<file path="config.mk">
export PLATFORM = sky130hd
export DESIGN_NAME = random_byte_block_generator_flat
export DESIGN_NICKNAME = d
export VERILOG_FILES = /design/src/sv/rbbg_pkg.sv /design/src/sv/rbbg_if.sv /design/src/sv/random_byte_block_generator.sv /design/src/sv/rbbg_datapath.sv /design/src/sv/rbbg_ctrl.sv /design/src/flat_wrapper.sv
export SDC_FILE = /design/constraint.sdc
export NUM_CORES = 2
export LEC_CHECK = 0
export ABC_AREA = 0
export BUFFER_PORTS_ARGS = -buffer_cell sky130_fd_sc_hd__buf_2
export CAP_MARGIN = 20
export CELL_PAD_IN_SITES_DETAIL_PLACEMENT = 2
export CELL_PAD_IN_SITES_GLOBAL_PLACEMENT = 2
export CORE_ASPECT_RATIO = 0.9
export CORE_MARGIN = 4
export CORE_UTILIZATION = 42
export DETAILED_ROUTE_END_ITERATION = 16
export PLACE_DENSITY_LB_ADDON = 0.08
export SLEW_MARGIN = 10
export SYNTH_ARGS = -nofsm -noshare
export SYNTH_HDL_FRONTEND = slang
export SYNTH_SLANG_ARGS = --single-unit
</file>
<file path="constraint.sdc">
create_clock -name clk -period 14.65 [get_ports clk]
set_input_delay 1.465 -clock clk [delete_from_list [all_inputs] [get_ports clk]]
set_output_delay 1.465 -clock clk [all_outputs]
set_load 0.005 [all_outputs]
</file>
<file path="src/sv/rbbg_pkg.sv">
// Package for the random byte block generator: sizes, mixing constants and the
// controller-to-datapath command and status types. No dependencies.
`timescale 1ns / 1ps
package rbbg_pkg;

  // Largest number of words one request may produce; larger byte counts saturate.
  localparam int MAX_WORDS  = 64;
  localparam int MAX_BYTES  = MAX_WORDS * 8;

  // Field widths fixed by the block's interface.
  localparam int COUNT_W    = 10;
  localparam int WORD_DW    = 64;
  localparam int VBYTES_W   = 4;

  // Internal widths that follow from MAX_WORDS.
  localparam int BYTE_W     = ($clog2(MAX_BYTES + 1) > COUNT_W) ?
                              $clog2(MAX_BYTES + 1) : COUNT_W;
  localparam int WORD_W     = $clog2(MAX_WORDS + 1);

  // SplitMix64 constants.
  localparam logic [63:0] GOLDEN_GAMMA = 64'h9E3779B97F4A7C15;
  localparam logic [63:0] MIX_MUL_A    = 64'hBF58476D1CE4E5B9;
  localparam logic [63:0] MIX_MUL_B    = 64'h94D049BB133111EB;

  // Shift amounts.
  localparam int MIX_SH_1 = 30;
  localparam int MIX_SH_2 = 27;
  localparam int MIX_SH_3 = 31;
  localparam int XS_SH_A  = 23;
  localparam int XS_SH_B  = 18;
  localparam int XS_SH_C  = 5;

  localparam logic [VBYTES_W-1:0] FULL_WORD_BYTES = VBYTES_W'(8);

  typedef enum logic [3:0] {
    OP_NONE,
    OP_SEED_INIT,    // load mix accumulator from the seed register
    OP_MIX_PRE,      // advance accumulator, first xor-shift
    OP_MUL_LL,       // low x low partial product
    OP_MUL_LH,       // low x high cross term into upper half
    OP_MUL_HL,       // high x low cross term into upper half
    OP_MIX_MID,      // second xor-shift
    OP_MIX_POST_LOW, // final xor-shift, write low half of state
    OP_MIX_POST_HIGH,// final xor-shift, write high half of state
    OP_STEP          // xorshift128+ step, load output register
  } dp_op_t;

  typedef struct packed {
    dp_op_t                op;
    logic                  use_mul_b;
    logic                  last;
    logic [VBYTES_W-1:0]   tail;
  } dp_cmd_t;

  typedef struct packed {
    logic state_zero;
    logic out_free;
  } dp_stat_t;

endpackage

</file>
<file path="src/sv/rbbg_if.sv">
// Handshake channel interfaces: request, result word and seed write.
// Depends on rbbg_pkg.
`timescale 1ns / 1ps
interface rbbg_req_if;
  import rbbg_pkg::*;
  logic               valid;
  logic               ready;
  logic [COUNT_W-1:0] byte_count;
  modport source (output valid, output byte_count, input ready);
  modport sink   (input valid, input byte_count, output ready);
endinterface

interface rbbg_word_if;
  import rbbg_pkg::*;
  logic                valid;
  logic                ready;
  logic [WORD_DW-1:0]  random_word;
  logic [VBYTES_W-1:0] valid_bytes;
  logic                last_word;
  modport source (output valid, output random_word, output valid_bytes,
                  output last_word, input ready);
  modport sink   (input valid, input random_word, input valid_bytes,
                  input last_word, output ready);
endinterface

interface rbbg_seed_if;
  logic        valid;
  logic        ready;
  logic [63:0] seed_value;
  modport source (output valid, output seed_value, input ready);
  modport sink   (input valid, input seed_value, output ready);
endinterface

</file>
<file path="src/sv/random_byte_block_generator.sv">
// Top level of the random byte block generator: joins controller and datapath.
// Depends on rbbg_pkg, rbbg_if, rbbg_ctrl and rbbg_datapath.
`timescale 1ns / 1ps
// Each transfer on req carries a byte count; the block answers with enough
// 64-bit words on rsp to cover it (first byte in bits 7:0), marking the final
// word with last_word and giving its number of valid low bytes in valid_bytes.
// Counts above MAX_WORDS*8 bytes are clipped to that; a count of zero yields
// nothing. Words come from xorshift128+ (shifts 23, 18, 5). Whenever the
// 128-bit state is all zero, as after reset, it is first seeded from two
// SplitMix64 outputs of the seed written on cfg. Write cfg only while idle.
// Each word takes a state check and then a generator step, which waits while
// the output register is full and rsp is not ready. Seeding runs on the
// shared 32x32 multiplier, three passes per 64-bit product, two products per
// SplitMix64 output. A new request is taken once the last word of the
// previous one has entered the output register.
module random_byte_block_generator (
  input  logic        clk,
  input  logic        rst,
  rbbg_seed_if.sink   cfg,
  rbbg_req_if.sink    req,
  rbbg_word_if.source rsp
);
  import rbbg_pkg::*;

  dp_cmd_t  cmd;
  dp_stat_t stat;

  // Sequence requests and mixing steps.
  rbbg_ctrl u_ctrl (
    .clk  (clk),
    .rst  (rst),
    .req  (req),
    .cmd  (cmd),
    .stat (stat)
  );

  // Hold state and seed, compute words, drive the result register.
  rbbg_datapath u_datapath (
    .clk  (clk),
    .rst  (rst),
    .cmd  (cmd),
    .stat (stat),
    .cfg  (cfg),
    .rsp  (rsp)
  );

endmodule

</file>
<file path="src/sv/rbbg_datapath.sv">
// Datapath: seed register, 128-bit generator state, SplitMix64 mixer with a
// shared 32x32 multiplier, and the output register. Depends on rbbg_pkg.
`timescale 1ns / 1ps
module rbbg_datapath (
  input  logic               clk,
  input  logic               rst,
  input  rbbg_pkg::dp_cmd_t  cmd,
  output rbbg_pkg::dp_stat_t stat,
  rbbg_seed_if.sink          cfg,
  rbbg_word_if.source        rsp
);
  import rbbg_pkg::*;

  logic [63:0] seed;
  logic [63:0] gen_low;
  logic [63:0] gen_high;
  logic [63:0] acc;
  logic [63:0] z;
  logic [63:0] prod;

  logic [63:0] acc_next;
  logic [63:0] mul_k;
  logic [31:0] mul_a;
  logic [31:0] mul_b;
  logic [63:0] mul_p;
  logic [63:0] mix_out;
  logic [63:0] xs_a;
  logic [63:0] xs_high_next;

  logic                out_valid;
  logic [63:0]         out_word;
  logic [VBYTES_W-1:0] out_bytes;
  logic                out_last;

  assign cfg.ready = 1'b1;

  assign acc_next = acc + GOLDEN_GAMMA;
  assign mul_k    = cmd.use_mul_b ? MIX_MUL_B : MIX_MUL_A;
  assign mul_a    = (cmd.op == OP_MUL_HL) ? z[63:32] : z[31:0];
  assign mul_b    = (cmd.op == OP_MUL_LH) ? mul_k[63:32] : mul_k[31:0];
  assign mul_p    = 64'(mul_a) * 64'(mul_b);
  assign mix_out  = prod ^ (prod >> MIX_SH_3);

  assign xs_a         = gen_low ^ (gen_low << XS_SH_A);
  assign xs_high_next = xs_a ^ gen_high ^ (xs_a >> XS_SH_B) ^ (gen_high >> XS_SH_C);

  assign stat.state_zero = (gen_low == 64'd0) && (gen_high == 64'd0);
  assign stat.out_free   = !out_valid || rsp.ready;

  always_ff @(posedge clk) begin
    if (rst) begin
      seed     <= 64'd0;
      gen_low  <= 64'd0;
      gen_high <= 64'd0;
    end else begin
      if (cfg.valid) begin
        seed <= cfg.seed_value;
      end
      case (cmd.op)
        OP_MIX_POST_LOW:  gen_low <= mix_out;
        OP_MIX_POST_HIGH: gen_high <= mix_out;
        OP_STEP: begin
          gen_low  <= gen_high;
          gen_high <= xs_high_next;
        end
        default: ;
      endcase
    end
  end

  // Mixer working registers: no reset needed.
  always_ff @(posedge clk) begin
    case (cmd.op)
      OP_SEED_INIT: acc <= seed;
      OP_MIX_PRE: begin
        acc <= acc_next;
        z   <= acc_next ^ (acc_next >> MIX_SH_1);
      end
      OP_MUL_LL:  prod <= mul_p;
      OP_MUL_LH,
      OP_MUL_HL:  prod[63:32] <= prod[63:32] + mul_p[31:0];
      OP_MIX_MID: z <= prod ^ (prod >> MIX_SH_2);
      default: ;
    endcase
  end

  always_ff @(posedge clk) begin
    if (rst) begin
      out_valid <= 1'b0;
    end else if (cmd.op == OP_STEP) begin
      out_valid <= 1'b1;
    end else if (rsp.ready) begin
      out_valid <= 1'b0;
    end
  end

  always_ff @(posedge clk) begin
    if (cmd.op == OP_STEP) begin
      out_word  <= xs_high_next + gen_high;
      out_bytes <= cmd.tail;
      out_last  <= cmd.last;
    end
  end

  assign rsp.valid       = out_valid;
  assign rsp.random_word = out_word;
  assign rsp.valid_bytes = out_bytes;
  assign rsp.last_word   = out_last;

endmodule

</file>
<file path="src/sv/rbbg_ctrl.sv">
// Controller: takes requests, counts words and sequences seeding, mixing
// multiplies and generator steps. Depends on rbbg_pkg.
`timescale 1ns / 1ps
module rbbg_ctrl (
  input  logic               clk,
  input  logic               rst,
  rbbg_req_if.sink           req,
  output rbbg_pkg::dp_cmd_t  cmd,
  input  rbbg_pkg::dp_stat_t stat
);
  import rbbg_pkg::*;

  typedef enum logic [3:0] {
    S_IDLE, S_CHECK, S_PRE, S_M1LL, S_M1LH, S_M1HL, S_MID,
    S_M2LL, S_M2LH, S_M2HL, S_POST, S_STEP
  } state_t;

  state_t              state;
  logic                second;
  logic [WORD_W-1:0]   words_left;
  logic [VBYTES_W-1:0] tail;

  logic [BYTE_W-1:0]   count_in;
  logic [BYTE_W-1:0]   count_sat;
  logic [BYTE_W:0]     word_sum;
  logic [WORD_W-1:0]   words_req;
  logic [VBYTES_W-1:0] tail_req;
  logic                is_last;

  assign req.ready = (state == S_IDLE);

  // Saturate the count, then round up to whole words.
  assign count_in  = BYTE_W'(req.byte_count);
  assign count_sat = (count_in > BYTE_W'(MAX_BYTES)) ? BYTE_W'(MAX_BYTES) : count_in;
  assign word_sum  = {1'b0, count_sat} + (BYTE_W + 1)'(7);
  assign words_req = word_sum[WORD_W+2:3];
  assign tail_req  = (count_sat[2:0] == 3'd0) ? FULL_WORD_BYTES
                                              : {1'b0, count_sat[2:0]};
  assign is_last   = (words_left == WORD_W'(1));

  always_comb begin
    cmd.op        = OP_NONE;
    cmd.use_mul_b = 1'b0;
    cmd.last      = is_last;
    cmd.tail      = is_last ? tail : FULL_WORD_BYTES;
    case (state)
      S_CHECK: if (stat.state_zero) cmd.op = OP_SEED_INIT;
      S_PRE:   cmd.op = OP_MIX_PRE;
      S_M1LL:  cmd.op = OP_MUL_LL;
      S_M1LH:  cmd.op = OP_MUL_LH;
      S_M1HL:  cmd.op = OP_MUL_HL;
      S_MID:   cmd.op = OP_MIX_MID;
      S_M2LL: begin
        cmd.op        = OP_MUL_LL;
        cmd.use_mul_b = 1'b1;
      end
      S_M2LH: begin
        cmd.op        = OP_MUL_LH;
        cmd.use_mul_b = 1'b1;
      end
      S_M2HL: begin
        cmd.op        = OP_MUL_HL;
        cmd.use_mul_b = 1'b1;
      end
      S_POST:  cmd.op = second ? OP_MIX_POST_HIGH : OP_MIX_POST_LOW;
      S_STEP:  if (stat.out_free) cmd.op = OP_STEP;
      default: cmd.op = OP_NONE;
    endcase
  end

  always_ff @(posedge clk) begin
    if (rst) begin
      state      <= S_IDLE;
      second     <= 1'b0;
      words_left <= '0;
      tail       <= FULL_WORD_BYTES;
    end else begin
      case (state)
        S_IDLE: begin
          if (req.valid && count_sat != '0) begin
            words_left <= words_req;
            tail       <= tail_req;
            state      <= S_CHECK;
          end
        end
        S_CHECK: begin
          second <= 1'b0;
          state  <= stat.state_zero ? S_PRE : S_STEP;
        end
        S_PRE:  state <= S_M1LL;
        S_M1LL: state <= S_M1LH;
        S_M1LH: state <= S_M1HL;
        S_M1HL: state <= S_MID;
        S_MID:  state <= S_M2LL;
        S_M2LL: state <= S_M2LH;
        S_M2LH: state <= S_M2HL;
        S_M2HL: state <= S_POST;
        S_POST: begin
          second <= 1'b1;
          state  <= second ? S_CHECK : S_PRE;
        end
        S_STEP: begin
          if (stat.out_free) begin
            words_left <= words_left - WORD_W'(1);
            state      <= is_last ? S_IDLE : S_CHECK;
          end
        end
        default: state <= S_IDLE;
      endcase
    end
  end

endmodule

</file>
<file path="src/flat_wrapper.sv">
// flat-port wrapper written by rule: the top's interface ports become plain ports
module random_byte_block_generator_flat import rbbg_pkg::*;
  (clk, rst, cfg_valid, cfg_seed_value, cfg_ready, req_valid, req_byte_count, req_ready, rsp_valid, rsp_random_word, rsp_valid_bytes, rsp_last_word, rsp_ready);
  rbbg_seed_if cfg_i ();
  rbbg_req_if req_i ();
  rbbg_word_if rsp_i ();
  input  logic clk;
  input  logic rst;
  input wire logic [$bits(cfg_i.valid)-1:0] cfg_valid;
  input wire logic [$bits(cfg_i.seed_value)-1:0] cfg_seed_value;
  output wire logic [$bits(cfg_i.ready)-1:0] cfg_ready;
  input wire logic [$bits(req_i.valid)-1:0] req_valid;
  input wire logic [$bits(req_i.byte_count)-1:0] req_byte_count;
  output wire logic [$bits(req_i.ready)-1:0] req_ready;
  output wire logic [$bits(rsp_i.valid)-1:0] rsp_valid;
  output wire logic [$bits(rsp_i.random_word)-1:0] rsp_random_word;
  output wire logic [$bits(rsp_i.valid_bytes)-1:0] rsp_valid_bytes;
  output wire logic [$bits(rsp_i.last_word)-1:0] rsp_last_word;
  input wire logic [$bits(rsp_i.ready)-1:0] rsp_ready;
  assign cfg_i.valid = cfg_valid;
  assign cfg_i.seed_value = cfg_seed_value;
  assign cfg_ready = cfg_i.ready;
  assign req_i.valid = req_valid;
  assign req_i.byte_count = req_byte_count;
  assign req_ready = req_i.ready;
  assign rsp_valid = rsp_i.valid;
  assign rsp_random_word = rsp_i.random_word;
  assign rsp_valid_bytes = rsp_i.valid_bytes;
  assign rsp_last_word = rsp_i.last_word;
  assign rsp_i.ready = rsp_ready;
  random_byte_block_generator u_core (.clk(clk), .rst(rst), .cfg(cfg_i), .req(req_i), .rsp(rsp_i));
endmodule
</file>
# After elaboration in Yosys (flattened, before gate mapping)
# Cells that the tools add are included.
# word_totals
ff_bits,470
inputBits,79
wordCells,104
# op_classes
n_addsub,5
n_mul,1
n_lt_le_gt_ge,1
n_eq_ne,23
muxes,27
bitwise,7
reduce_logical,25
# ops
cell,n
64-bit case mux with 2 select lines,4
64-bit zero test,2
64-bit bitwise XOR,2
64-bit adder,1
64-bit adder (second input constant),1
32-bit by 32-bit multiplier with 64-bit output,1
32-bit 2-to-1 mux,2
32-bit case mux with 2 select lines,1
64-bit by 33-bit bitwise XOR with 64-bit output,1
64-bit by 34-bit bitwise XOR with 64-bit output,1
64-bit by 37-bit bitwise XOR with 64-bit output,1
64-bit by 46-bit bitwise XOR with 64-bit output,1
64-bit by 59-bit bitwise XOR with 64-bit output,1
62-bit 2-to-1 mux,1
4-bit case mux with 12 select lines,1
32-bit adder,1
4-bit by 3-bit == test with 1-bit output (second input constant),8
4-bit case mux with 8 select lines,1
4-bit == test (second input constant),6
4-bit 2-to-1 mux,6
4-bit by 2-bit == test with 1-bit output (second input constant),4
2-bit nonzero test,8
7-bit 2-to-1 mux,2
7-bit case mux with 2 select lines,1
20 further kinds,31

# Depth between registers and ports, before layout
# logic_depth
ltp_word,9
depth_mapped,45

# Cells and area by module
# From an unflattened synthesis, not the netlist that was laid out.
# hier_totals
hier_cells,6104
hier_area_um2,58152.0
# modules_own_cells
module,n_inst,cells_each,area_per_inst_um2,seq_area_each_um2
rbbg_datapath,1,5943,56940.9,11701.2
rbbg_ctrl,1,161,1211.2,320.3

# Worst setup path before layout
# No wires, ideal clock.
# synth_path
kind,reg2reg
startpoint,register u_core.u_ctrl.state[0]
endpoint,register u_core.u_datapath.prod[61] (data pin)
setup_ns,0.281
arrival_ns,10.905
slack_ns,3.463
path_stages_with_launch,41
path_buffers,5
period_less_slack_ns,11.187
cell_sequence,dfxtp_1 clkbuf_1 nand2_1 nor2_1 a21o_1 clkbuf_1 buf_1 ha_1 clkbuf_1 nor2_1 fa_1 fa_1 fa_1 inv_1 fa_1 inv_1 fa_1 inv_1 [5 not listed] clkbuf_1 a21oi_1 o21ai_0 or2_2 nor2_1 a21oi_1 o21a_1 o21a_1 nor2_1 xnor2_1 ha_1 nor2b_1 o21ai_0 nand2b_1 a21oi_1 a21boi_0 a2111o_1 o221ai_1
# synth_via
elab_chain_cells,8
word_cells_on_any_way,27
cone_classes,1 x add/sub; 1 x mul; 14 x eq/ne; 6 x mux; 5 x reduce/logical
# synth_lines
item,line_no,text
from (decl),rbbg_ctrl.sv:18,state_t state;
from (signal assigned),rbbg_ctrl.sv:88,state <= stat.state_zero ? S_PRE : S_STEP;
from (signal assigned),rbbg_ctrl.sv:100,state <= second ? S_CHECK : S_PRE;
from (signal assigned),rbbg_ctrl.sv:105,state <= is_last ? S_IDLE : S_CHECK;
"4-bit == test, or another cell as far along",rbbg_ctrl.sv:46,case (state)
2-bit OR reduction (no source line) or 3-bit OR reduction (tied branches),--,
4-bit case mux with 8 select lines or 1-bit 2-to-1 mux (tied branches),rbbg_ctrl.sv:46,
"4-bit by 3-bit == test with 1-bit output, or another cell as far along",rbbg_datapath.sv:39,assign mul_a = (cmd.op == OP_MUL_HL) ? z[63:32] : z[31:0];
"32-bit 2-to-1 mux, on equally long branches","rbbg_datapath.sv:39, rbbg_datapath.sv:40",
32-bit by 32-bit multiplier with 64-bit output (*),rbbg_datapath.sv:41,assign mul_p = 64'(mul_a) * 64'(mul_b);
net u_core.u_datapath.mul_p[24],rbbg_datapath.sv:25,logic [63:0] mul_p;
32-bit adder (*),rbbg_datapath.sv:81,OP_MUL_HL: prod[63:32] <= prod[63:32] + mul_p[31:0];
32-bit case mux with 2 select lines (*),rbbg_datapath.sv:73,case (cmd.op)
to (signal assigned),rbbg_datapath.sv:79,OP_MUL_LL: prod <= mul_p;
to (signal assigned),rbbg_datapath.sv:81,
to (decl),rbbg_datapath.sv:19,logic [63:0] prod;
# Mark *: on every way through the listed nets, which the timed path passes. The rest lies on a longest branch.
# A chain may end at the register's enable or synchronous reset.

# Worst setup path after layout
# layout_path
startpoint,register u_core.u_ctrl.state[3]
endpoint,register u_core.u_datapath.prod[61] (data pin)
# Same word-level chain as after synthesis.

==> out/results.txt <==
status: finished clean
max-cap violation count: 0
hold_sp: u_core.u_ctrl.tail[0]
Reg2Reg Depth: 36
Compound-Gate Fraction of Synth Area: 0.103
Hold Violations, Final: 0
row cnt: 128
via count: 46.0k
#FFs+latches synth: 470
register area share after synthesis: 0.208
WP data arrival: 13.03 ns
instance count of the mapped netlist: 6093
Slowest-stage cell, CP: or3_1
Worst Hold End: u_core.u_ctrl.tail[0]
Horiz. Die Dim: 399 µm
initial core utilization: 0.425
largest net degree at the start of global routing: 111
commonest non-fill, non-tap cell in the layout: inv_1
ys flop type: edfxtp_1
top cell type's share of synthesized area: 0.284
number of flops mapped to enable cells by yosys: 261
die area: 144000 µm²
detailed-router iteration count before antenna repair: 5
first-pass GRT wire length: 347000 µm
RSZ-0062 raised after global routing: no
RD Place Congestion: 0.953
delay-heaviest family, CP: adder cells
fraction of registers with async set/reset: 0
Area contributors post-synth: fa_1 28%, edfxtp_1 14%, ha_1 9.5%
routed len/inst: 29.7 µm
Post-Synth Adder-Cell Area: 0.379
clock sinks: 470
CTS resizes: 0
YS warnings: 0
final worst path period share: 0.865
hold-fix buffers at CTS: 0
Finish-stage setup viols: 0
placeable core area: 136000 µm²
FMAX: 78.9 MHz
cell type with the highest aggregate area in the netlist: fa_1
Post-Syn Area: 57800 µm²
drt initial violations: 4374
post-synthesis mux area share: 0.0283
clock buffer depth: 3
R2R Setup Slk: 1.98 ns
Clock Skews: 0.0315 ns
CTS tree: done
launching point of the worst reg2reg path: u_core.u_ctrl.state[3]
vias in the first global route: 50.2k
# nets final: 7419
Reg clk slew, reported paths: 0.07 ns
Root Buffer: clkbuf_16
height of the die: 360 µm
I/O Pins: 151
Worst Path Buf+Inv: 6
vias per cell: 5.79
Net Count, Synth: 7429
most used cell, CP: fa_1
startpoint types: flop
clk_lat worst skew: 0.63 ns
most frequent cells in the layout: 971 x inv_1, 820 x fa_1, 527 x nor2_1
mean area per synthesized cell: 9.48 µm²
All-Layer GR Usage: 0.327
layout cell share with drive strength beyond 1: 0.0627
post-route ant nets: 0
Worst-Margin Slew: 1.19 ns
initial antenna violation count: 3
DRT Wirelength: 236000 µm
Max Slew Vio Count: 0
fin crit period: 12.67 ns
Setup crit end kind: flop
Remaining DRCs: 0
Simple-Gate Fraction of Synth Area: 0.118
headroom to the max-slew limit: 0.210
worst hold path type: flop to flop
hold depth: 2
grt ovf: 0
largest stage delay on the critical path: 0.81 ns
combinational family with the most area after synthesis: adder cells
XOR/XNOR Fraction of Synth Area: 0.0834
Post-CTS Setup Inserts: 0
Worst Path Max Fanout: 17
CP Class: flop to flop
H-tree levels: 2
Netlist cell types: 85
Post-DP HPWL: 196000 µm
I/O Buffers: 149
setup TNS: 0 ns
TritonCTS Buffers: 50
Req. time, crit path: 15.00 ns
Area Overhead vs Synth: 7.31%
Crit Reg-Reg Endpoint: u_core.u_datapath.prod[61]
metrics by stage:
| step | hold WS, ns | worst slack, ns | utilization | std cells | cell area, µm² |
|---|---|---|---|---|---|
| final | 0.488 | 1.98 | 0.456 | 7946 | 62000 |
| after detailed placement | 0.476 | 2.34 | 0.443 | 7850 | 60300 |
| after floorplan | 0.442 | 3.46 | - | 6093 | 57800 |
| after global routing | 0.505 | 1.69 | 0.456 | 7945 | 62000 |
| after CTS | 0.489 | 2.29 | 0.456 | 7944 | 62000 |
| after global placement | 0.454 | 2.61 | 0.443 | 7850 | 60300 |
tightest hold or removal path, stage by stage (launching register included):
cell and delay, ns:
dfxtp_1 0.31, nand2b_1 0.07, a21oi_1 0.05
layout make-up:
| class | instances | area (µm²) |
|---|---|---|
| Multi-Input combinational cell | 4385 | 41200 |
| Clock inverter | 36 | 377 |
| Antenna cell | 1 | 2.50 |
| Fill cell | 14500 | 74000 |
| Timing Repair Buffer | 199 | 1130 |
| Sequential cell | 470 | 12000 |
| Clock buffer | 58 | 1310 |
| Tap cell | 1820 | 2280 |
| Inverter | 977 | 3670 |
Yosys cell counts (all sizes together), types with 37 or more instances:
| cell type | instances |
|---|---|
| fa | 820 |
| or2 | 37 |
| mux2i | 141 |
| nor3 | 42 |
| xnor2 | 369 |
| and2 | 99 |
| xor2 | 165 |
| inv | 974 |
| ha | 437 |
| a21o | 75 |
| dfxtp | 209 |
| clkbuf | 231 |
| nor2b | 88 |
| edfxtp | 261 |
| o211ai | 62 |
| nor4 | 48 |
| nand2 | 386 |
| a21oi | 309 |
| a211oi | 90 |
| nand2b | 82 |
| nand3 | 51 |
| o21ai | 250 |
| nor2 | 530 |
worst max path at each step:
stage | startpoint | end | slack (ns) | depth (start not counted)
detailed placement | u_core.u_ctrl.state[3] | u_core.u_datapath.prod[62] | 2.34 | 36
floorplan | u_core.u_ctrl.state[0] | u_core.u_datapath.prod[61] | 3.46 | 40
global placement | u_core.u_ctrl.state[3] | u_core.u_datapath.prod[62] | 2.61 | 36
CTS | u_core.u_ctrl.state[3] | u_core.u_datapath.prod[62] | 2.29 | 36
global route | u_core.u_ctrl.state[3] | u_core.u_datapath.prod[61] | 1.69 | 36
finish | u_core.u_ctrl.state[3] | u_core.u_datapath.prod[61] | 1.98 | 36
metal layers:
metal  GRT usage  routed length, µm  vias up
met2       0.510             106000     1531
met3      0.0450              16200      335
met1       0.480             107000    24400
met5           0                 13        -
met4      0.0803               7090        2
li1            -                  -    19700
logic make-up (layout without fill, tap and decap cells):
logic type,count (synthesis),after routing
other,1,2
flip-flops,470,470
AND/OR/NAND/NOR,1463,1463
multiplexers,161,161
adder cells (fa/ha/maj),1257,1257
buffers and inverters,1238,1270
AO/OA/AOI/OAI,963,963
XOR/XNOR,540,540
registers in the layout, summed over array words and instances, names as in the netlist:
register and count:
u_core.u_datapath.prod 64, u_core.u_ctrl.second 1, u_core.u_datapath.rsp.valid 1, u_core.u_datapath.rsp.last_word 1
u_core.u_datapath.gen_high 64, u_core.u_datapath.gen_low 64, u_core.u_datapath.acc 64, u_core.u_ctrl.tail 4
u_core.u_datapath.seed 64, u_core.u_datapath.z 64, u_core.u_ctrl.state 4, u_core.u_ctrl.words_left 7
u_core.u_datapath.rsp.valid_bytes 4, u_core.u_datapath.rsp.random_word 64
Power is not shown: default switching activity piles up to over one toggle a cycle in this logic, so the estimate is an artifact.
